## config.mk

```make
export PLATFORM = sky130hd
export DESIGN_NAME = cellular_automaton_cell_rule
export DESIGN_NICKNAME = d
export VERILOG_FILES = /design/src/hdl/cacr_pkg.sv /design/src/hdl/cellular_automaton_cell_rule.sv
export SDC_FILE = /design/constraint.sdc
export NUM_CORES = 1
export LEC_CHECK = 0
export BUFFER_PORTS_ARGS = -buffer_cell sky130_fd_sc_hd__buf_2
export CAP_MARGIN = 5
export CORE_ASPECT_RATIO = 1.4
export CORE_MARGIN = 2
export CORE_UTILIZATION = 45
export CTS_CLUSTER_DIAMETER = 120
export DETAILED_ROUTE_END_ITERATION = 8
export GPL_TIMING_DRIVEN = 0
export PLACE_DENSITY_LB_ADDON = 0.05
export SKIP_LAST_GASP = 1
export SLEW_MARGIN = 20
export SYNTH_ARGS = -nofsm -noshare
export SYNTH_HDL_FRONTEND = slang
export SYNTH_SLANG_ARGS = --single-unit
```

## constraint.sdc

```tcl
create_clock -name clk -period 7.55 [get_ports clk]
set_input_delay 0.755 -clock clk [delete_from_list [all_inputs] [get_ports clk]]
set_output_delay 0.755 -clock clk [all_outputs]
set_load 0.03 [all_outputs]
```

## src/hdl/cacr_pkg.sv

```systemverilog
// ----------------------------------------------------------------------------
// cacr_pkg: shared definitions for the cellular automaton cell rule
// Field widths, register indexes, reset values and rule constants.
// ----------------------------------------------------------------------------
package cacr_pkg;

    localparam int DATA_W             = 16;
    localparam int NUM_CELLS          = 9;
    localparam int CENTRE             = 4;
    localparam int CELL_WIDTH_DEFAULT = 16;

    localparam int IN_DATA_W  = DATA_W * NUM_CELLS;
    localparam int CFG_IDX_W  = 4;

    // Heat sum: eight neighbours, the flow offset and a 3-bit remainder.
    localparam int HEAT_W     = DATA_W + 4;

    // Eco rule works on the low ECO_W bits of the centre value.
    localparam int ECO_W      = 9;
    localparam int ECO_RES_W  = 10;

    typedef logic signed [DATA_W-1:0] cell_t;
    typedef logic [DATA_W-1:0]        word_t;
    typedef logic [CFG_IDX_W-1:0]     cfg_idx_t;

    localparam cfg_idx_t REG_RULE_SELECT = cfg_idx_t'(0);
    localparam cfg_idx_t REG_FLOW_OFFSET = cfg_idx_t'(1);
    localparam cfg_idx_t REG_VALUE_MASK  = cfg_idx_t'(2);
    localparam cfg_idx_t REG_FLAG_BITS   = cfg_idx_t'(3);

    localparam logic  RULE_HEAT = 1'b0;
    localparam logic  RULE_ECO  = 1'b1;

    localparam word_t VALUE_MASK_RESET = 16'd1023;
    localparam word_t FLAG_BITS_RESET  = 16'd14336;

    localparam logic [ECO_RES_W-1:0] ECO_KEEP = 10'h3fc;

endpackage

```

## src/hdl/cellular_automaton_cell_rule.sv

```systemverilog
// ----------------------------------------------------------------------------
// cellular_automaton_cell_rule: Moore neighbourhood cell update
// Heat diffusion rule with a carried remainder, or eco anneal/brain/antilife.
// ----------------------------------------------------------------------------
// One 3x3 neighbourhood is taken per beat and one new centre value is given
// per beat. The block sustains one beat every clock cycle while the output
// is not stalled. A beat accepted into the input register has the rule worked
// out from there, and the new value enters the output register once that
// register is empty or being taken, so an output stall holds it back. The
// heat rule's 3-bit remainder moves on as each heat beat enters the output
// register, so it is ready for the next cell in the following cycle. While
// the output is stalled one further beat is taken into the input register,
// after which the input waits. Configuration is written through the cfg
// channel, which is always ready; a write applies to every beat that enters
// the output register after it.
module cellular_automaton_cell_rule #(
    parameter int CELL_WIDTH = cacr_pkg::CELL_WIDTH_DEFAULT
) (
    input  logic                           clk,
    input  logic                           rst_n,
    // tdata, lowest bits first: cell_nw, cell_n, cell_ne, cell_w, cell_c,
    // cell_e, cell_sw, cell_s, cell_se (16 bits each)
    input  logic [cacr_pkg::IN_DATA_W-1:0] s_axis_tdata,
    input  logic                           s_axis_tvalid,
    output logic                           s_axis_tready,
    // tdata: new_cell (16 bits)
    output logic [cacr_pkg::DATA_W-1:0]    m_axis_tdata,
    output logic                           m_axis_tvalid,
    input  logic                           m_axis_tready,
    input  logic                           cfg_valid,
    output logic                           cfg_ready,
    input  cacr_pkg::cfg_idx_t             cfg_index,
    input  logic [cacr_pkg::DATA_W-1:0]    cfg_data
);
    import cacr_pkg::*;

    localparam word_t WRAP_MASK = (CELL_WIDTH >= DATA_W) ? {DATA_W{1'b1}}
                                : DATA_W'((33'd1 << CELL_WIDTH) - 33'd1);

    logic  rule_select_reg;
    cell_t flow_offset_reg;
    word_t value_mask_reg;
    word_t flag_bits_reg;
    logic [2:0] carry_reg;
    logic [2:0] carry_next;

    logic  in_valid_reg;
    cell_t cells_reg [NUM_CELLS];
    logic  out_valid_reg;
    word_t out_data_reg;
    word_t out_data_next;

    logic out_load;
    logic in_load;

    assign out_load      = in_valid_reg && (!out_valid_reg || m_axis_tready);
    assign s_axis_tready = !in_valid_reg || out_load;
    assign in_load       = s_axis_tvalid && s_axis_tready;
    assign cfg_ready     = 1'b1;

    assign m_axis_tvalid = out_valid_reg;
    assign m_axis_tdata  = out_data_reg;

    // Configuration registers
    always_ff @(posedge clk or negedge rst_n)
    begin
        if (!rst_n)
        begin
            rule_select_reg <= RULE_HEAT;
            flow_offset_reg <= '0;
            value_mask_reg  <= VALUE_MASK_RESET;
            flag_bits_reg   <= FLAG_BITS_RESET;
        end
        else if (cfg_valid)
        begin
            unique case (cfg_index)
                REG_RULE_SELECT: rule_select_reg <= cfg_data[0];
                REG_FLOW_OFFSET: flow_offset_reg <= cell_t'(cfg_data);
                REG_VALUE_MASK:  value_mask_reg  <= cfg_data;
                REG_FLAG_BITS:   flag_bits_reg   <= cfg_data;
                default:         ;
            endcase
        end
    end

    // Rule logic between the input register and the output register
    logic signed [HEAT_W-1:0] heat_sum;
    word_t                    heat_value;
    logic [NUM_CELLS-1:0]     bit0_vec;
    logic [NUM_CELLS-1:0]     bit1_vec;
    logic [1:0]               low_diff;
    logic [3:0]               ones;
    logic [3:0]               twos;
    logic [ECO_W-1:0]         ctr;
    logic [ECO_RES_W-1:0]     eco_res;
    word_t                    eco_value;
    word_t                    rule_value;

    always_comb
    begin
        heat_sum = HEAT_W'(signed'({1'b0, carry_reg})) + HEAT_W'(flow_offset_reg);
        for (int i = 0; i < NUM_CELLS; i++)
        begin
            if (i != CENTRE)
            begin
                heat_sum = heat_sum + HEAT_W'(cells_reg[i]);
            end
        end
        heat_value = heat_sum[DATA_W+2:3];

        // Bit 0 of each cell and bit 1 of each neighbour once the flow has been removed
        for (int i = 0; i < NUM_CELLS; i++)
        begin
            low_diff    = cells_reg[i][1:0] - flow_offset_reg[1:0];
            bit0_vec[i] = low_diff[0];
            bit1_vec[i] = (i == CENTRE) ? 1'b0 : low_diff[1];
        end
        ones = 4'($countones(bit0_vec));
        twos = 4'($countones(bit1_vec));
        ctr  = cells_reg[CENTRE][ECO_W-1:0] - flow_offset_reg[ECO_W-1:0];

        if (ones > 4'd5 || ones == 4'd4)
        begin
            // Brian's Brain step
            eco_res = (ECO_RES_W'({ctr, 1'b0}) & ECO_KEEP) | ECO_RES_W'(1);
            if (ctr[2:1] == 2'b00 && twos == 4'd2)
            begin
                eco_res[1] = 1'b1;
            end
        end
        else
        begin
            // Anti-life step on bit 1
            eco_res = ECO_RES_W'({ctr ^ ECO_W'(2), 1'b0}) & ECO_KEEP;
            if (ctr[1])
            begin
                eco_res[1] = (twos != 4'd5);
            end
            else
            begin
                eco_res[1] = (twos != 4'd5) && (twos != 4'd6);
            end
        end
        eco_value = word_t'(flow_offset_reg) + DATA_W'(eco_res);

        rule_value    = (rule_select_reg == RULE_ECO) ? eco_value : heat_value;
        out_data_next = (rule_value & WRAP_MASK & value_mask_reg) | flag_bits_reg;

        // The remainder only moves on in the heat rule
        carry_next = (rule_select_reg == RULE_HEAT) ? heat_sum[2:0] : carry_reg;
    end

    // Control state
    always_ff @(posedge clk or negedge rst_n)
    begin
        if (!rst_n)
        begin
            in_valid_reg  <= 1'b0;
            out_valid_reg <= 1'b0;
            carry_reg     <= '0;
        end
        else
        begin
            if (in_load)
            begin
                in_valid_reg <= 1'b1;
            end
            else if (out_load)
            begin
                in_valid_reg <= 1'b0;
            end

            if (out_load)
            begin
                out_valid_reg <= 1'b1;
                carry_reg     <= carry_next;
            end
            else if (m_axis_tready)
            begin
                out_valid_reg <= 1'b0;
            end
        end
    end

    // Payload registers
    always_ff @(posedge clk)
    begin
        if (in_load)
        begin
            for (int i = 0; i < NUM_CELLS; i++)
            begin
                cells_reg[i] <= cell_t'(s_axis_tdata[i*DATA_W +: DATA_W]);
            end
        end
        if (out_load)
        begin
            out_data_reg <= out_data_next;
        end
    end

endmodule

```

==> impl_metrics.py <==
metrics = {
    "clocking": {
        "clock_tree.root_cell": "sky130_fd_sc_hd__clkbuf_16",
        "cts_max_level": 1,
        "cts.repair_timing.setup_buffer_count": 0,
        "cts.repair.resized": 0,
        "worst_skew_pair.late_latency_ns": 0.52,
        "worst_case_clock_buffer_depth": 3,
        "cts.sink_count": 207,
        "clkTransAtPathRegs_ns": 0.06,
        "tritoncts.num_buffers": 23,
        "hold_buffers": 0,
        "cts_tree": "yes",
    },
    "global_route": {
        "overflow": 0,
        "antenna_violations_before_repair": 2,
        "global_route_wire_length_before_repair_mm": 39.0,
        "groute.usage.overall": 0.185,
        "first_global_vias": 7420,
        "maximum_number_of_pins_on_one_net_before_global_route_repair": 60,
    },
    "setup_path": {
        "critical_path_arrival_ns": 6.92,
        "crit_path_end_kind": "flop",
        "timing.setup.critical_path_class": "flop to flop",
        "req_time_crit_path_ns": 7.81,
        "timing.critical_path.from_type": "flop",
        "highest_fanout_seen_on_the_critical_path": 12,
    },
    "synthesis": {
        "synth_top_area_cell": "sky130_fd_sc_hd__edfxtp_1",
        "ys_warn_count": 0,
        "synth_area_leaders": "sky130_fd_sc_hd__edfxtp_1, sky130_fd_sc_hd__fa_1, sky130_fd_sc_hd__dfrtp_1",
        "yosys.cell_types.count": 62,
        "netlist_area_mm2": 0.0119,
        "post-synth-top-count-cell": "sky130_fd_sc_hd__edfxtp_1",
        "synthesis.instances": 806,
        "synth_edf_count": 153,
        "asyncSetResetFlopFracSynth": 0.261,
        "synthesis.area_per_instance_um2": 14.7,
        "ys.flop_type": "sky130_fd_sc_hd__edfxtp_1",
        "mappedNetlistNets": 1153,
        "synth_top_cell_area_share": 0.387,
        "ys_ff_latch": 207,
        "synth.yosys.seq_area_share": 0.502,
        "synth_common_cells": "sky130_fd_sc_hd__edfxtp_1, sky130_fd_sc_hd__fa_1, sky130_fd_sc_hd__inv_1",
    },
    "outcome": {
        "outcome": "completed",
    },
    "finish": {
        "filler_cell_count": 2229,
        "synthToLayoutAreaGrowth_pct": 17.3,
        "largest_register_ffs": 137,
        "design.final.nets": 1359,
        "fraction_of_final_layout_cells_sized_beyond_drive_strength_1": 0.289,
    },
    "sta": {
        "period_needed_ns": 6.66,
        "finalHoldWorstSlack_ns": 0.290,
        "setup_repair_after_global_routing_missed_its_margin": "no",
        "worst-slew-pin-transition_ns": 0.869,
        "setup_viol": 0,
        "final_hold_viol_count": 0,
        "max-slew-margin-rel": 0.420,
        "post-route-period-util": 0.882,
        "fmax_ghz": 0.150,
        "timing.clock.skew_ns": 0.00941,
        "timing.final.max_slew_violations": 0,
        "final.setup.tns_ns": 0,
    },
    "floorplan": {
        "dieArea_mm2": 0.0277,
        "num_rows": 70,
        "chipHeight_um": 196,
        "floorplan.initialDensity": 0.457,
        "die_width_um": 141,
        "placeableCoreArea_mm2": 0.0260,
        "floorplan.io_pins": 188,
    },
    "routing": {
        "detailroute.wirelength.met2_mm": 14.2,
        "final_antenna_violating_net_count": 0,
        "detail_route.vias_per_cell": 5.12,
        "routed-wl-met3_mm": 1.18,
        "met1Wirelength_mm": 8.71,
        "num_vias": 6926,
        "postRouteWirelength_mm": 24.8,
        "highest-signal-layer": "met5",
        "dr.first_iter.drc_count": 304,
        "detail_route.drc_violations": 0,
        "dr_wl_cell_um": 18.3,
        "tritonroute_pass_1_iters": 4,
    },
    "job": {
        "maxCapViolCount": 0,
    },
    "worst_hold_path": {
        "class_of_the_most_critical_hold_timing_path": "primary input to asynchronous set/reset pin",
    },
    "place": {
        "gp_routability_congestion": 0.856,
        "numPortBuffers": 179,
        "detailedPlacementHpwl_mm": 19.6,
    },
}
==> layout by cell type (no fill, tap or decap), types with 4 or more instances in the layout <==
| cell | n |
|---|---|
| sky130_fd_sc_hd__edfxtp_1 | 153 |
| sky130_fd_sc_hd__clkbuf_1 | 14 |
| sky130_fd_sc_hd__buf_2 | 181 |
| sky130_fd_sc_hd__clkinv_2 | 7 |
| sky130_fd_sc_hd__nand3_1 | 11 |
| sky130_fd_sc_hd__clkinv_1 | 4 |
| sky130_fd_sc_hd__fa_1 | 127 |
| sky130_fd_sc_hd__xor2_1 | 11 |
| sky130_fd_sc_hd__nor3_1 | 7 |
| sky130_fd_sc_hd__ha_1 | 51 |
| sky130_fd_sc_hd__nand2b_1 | 7 |
| sky130_fd_sc_hd__a31oi_1 | 8 |
| sky130_fd_sc_hd__a21o_1 | 19 |
| sky130_fd_sc_hd__o211ai_1 | 4 |
| sky130_fd_sc_hd__xnor2_1 | 37 |
| sky130_fd_sc_hd__clkbuf_16 | 23 |
| sky130_fd_sc_hd__and3_1 | 6 |
| sky130_fd_sc_hd__nor2_1 | 21 |
| sky130_fd_sc_hd__nor2b_1 | 6 |
| sky130_fd_sc_hd__o21ai_0 | 22 |
| sky130_fd_sc_hd__inv_1 | 67 |
| sky130_fd_sc_hd__o21ai_1 | 4 |
| sky130_fd_sc_hd__nand2_1 | 33 |
| sky130_fd_sc_hd__mux2_2 | 51 |
| sky130_fd_sc_hd__a211oi_1 | 7 |
| sky130_fd_sc_hd__a21oi_1 | 30 |
| sky130_fd_sc_hd__dfrtp_1 | 41 |
| sky130_fd_sc_hd__dfstp_2 | 13 |
==> worst max-delay path, cell delays in order (launching register included) <==
cell	delay (ns)
sky130_fd_sc_hd__dfrtp_1	0.57
sky130_fd_sc_hd__ha_1	0.38
sky130_fd_sc_hd__inv_1	0.05
sky130_fd_sc_hd__fa_1	0.52
sky130_fd_sc_hd__inv_1	0.05
sky130_fd_sc_hd__fa_1	0.50
sky130_fd_sc_hd__fa_1	0.55
sky130_fd_sc_hd__inv_1	0.05
sky130_fd_sc_hd__fa_1	0.41
sky130_fd_sc_hd__inv_1	0.09
sky130_fd_sc_hd__fa_1	0.43
sky130_fd_sc_hd__a21oi_1	0.16
sky130_fd_sc_hd__nor2_1	0.06
sky130_fd_sc_hd__a21oi_1	0.35
sky130_fd_sc_hd__o21ai_0	0.15
sky130_fd_sc_hd__o21a_1	0.15
sky130_fd_sc_hd__ha_1	0.30
sky130_fd_sc_hd__a211oi_2	0.21
sky130_fd_sc_hd__o21ai_1	0.12
sky130_fd_sc_hd__a21oi_2	0.24
sky130_fd_sc_hd__a211oi_1	0.16
sky130_fd_sc_hd__o31ai_1	0.39
sky130_fd_sc_hd__xnor2_1	0.12
sky130_fd_sc_hd__a311o_1	0.39
==> final timing paths <==
check | endpoint | cells after the start | start | slack (ns)
max | m_axis_tdata[13]$_DFFE_PP_ | 23 | flow_offset_reg[0]$_DFFE_PN0P_ | 0.89
min | value_mask_reg[14]$_DFFE_PN0P_ | 1 | rst_n | 0.29
max reg2reg | m_axis_tdata[13]$_DFFE_PP_ | 23 | flow_offset_reg[0]$_DFFE_PN0P_ | 0.89
min reg2reg | flag_bits_reg[1]$_DFFE_PN0P_ | 1 | flag_bits_reg[1]$_DFFE_PN0P_ | 0.51
max in group asynchronous | flow_offset_reg[11]$_DFFE_PN0P_ | 1 | rst_n | 6.74
min in group clk | cells_reg[1][0]$_DFFE_PP_ | 1 | s_axis_tdata[16] | 0.40
==> kinds of logic after synthesis <==
| logic type | Yosys count | synth area share |
|---|---|---|
| XOR/XNOR | 48 | 0.0354 |
| AND/OR/NAND/NOR | 109 | 0.0463 |
| multiplexers | 53 | 0.0500 |
| AO/OA/AOI/OAI | 128 | 0.0721 |
| flip-flops | 207 | 0.502 |
| buffers and inverters | 82 | 0.0265 |
| adder cells (fa/ha/maj) | 178 | 0.268 |
| other | 1 | 0.000316 |
==> final cells by class <==
class | instances | area (um2) | area share
Sequential cell | 207 | 5960 | 0.428
Multi-Input combinational cell | 517 | 5610 | 0.402
Timing Repair Buffer | 181 | 946 | 0.0679
Clock buffer | 30 | 632 | 0.0453
Tap cell | 324 | 405 | 0.0291
Inverter | 68 | 255 | 0.0183
Clock inverter | 12 | 63.8 | 0.00458
Buffer | 14 | 60.1 | 0.00431
Antenna cell | 1 | 2.50 | 0.000180
==> routing by layer <==
| metal | GRT usage | up-vias |
|---|---|---|
| met5 | 0 | - |
| met4 | 0.0581 | 2 |
| met3 | 0.0342 | 42 |
| met2 | 0.354 | 156 |
| met1 | 0.205 | 3449 |
| li1 | - | 3277 |
==> metrics by stage <==
| stage | std cells | setup slack (ns) | instance area, um2 | utilization |
|---|---|---|---|---|
| 2_1_floorplan | 806 | 1.62 | 11900 | - |
| 3_3_place_gp | 1309 | 0.903 | 13200 | 0.507 |
| 3_5_place_dp | 1311 | 0.896 | 13200 | 0.509 |
| 4_1_cts | 1353 | 0.851 | 13900 | 0.536 |
| 5_1_grt | 1353 | 0.410 | 13900 | 0.536 |
| 6_report | 1354 | 0.888 | 13900 | 0.536 |
Power is left out: the tool's default activity adds up to more than one toggle a clock period on the data nets, which glitch-free logic cannot reach.
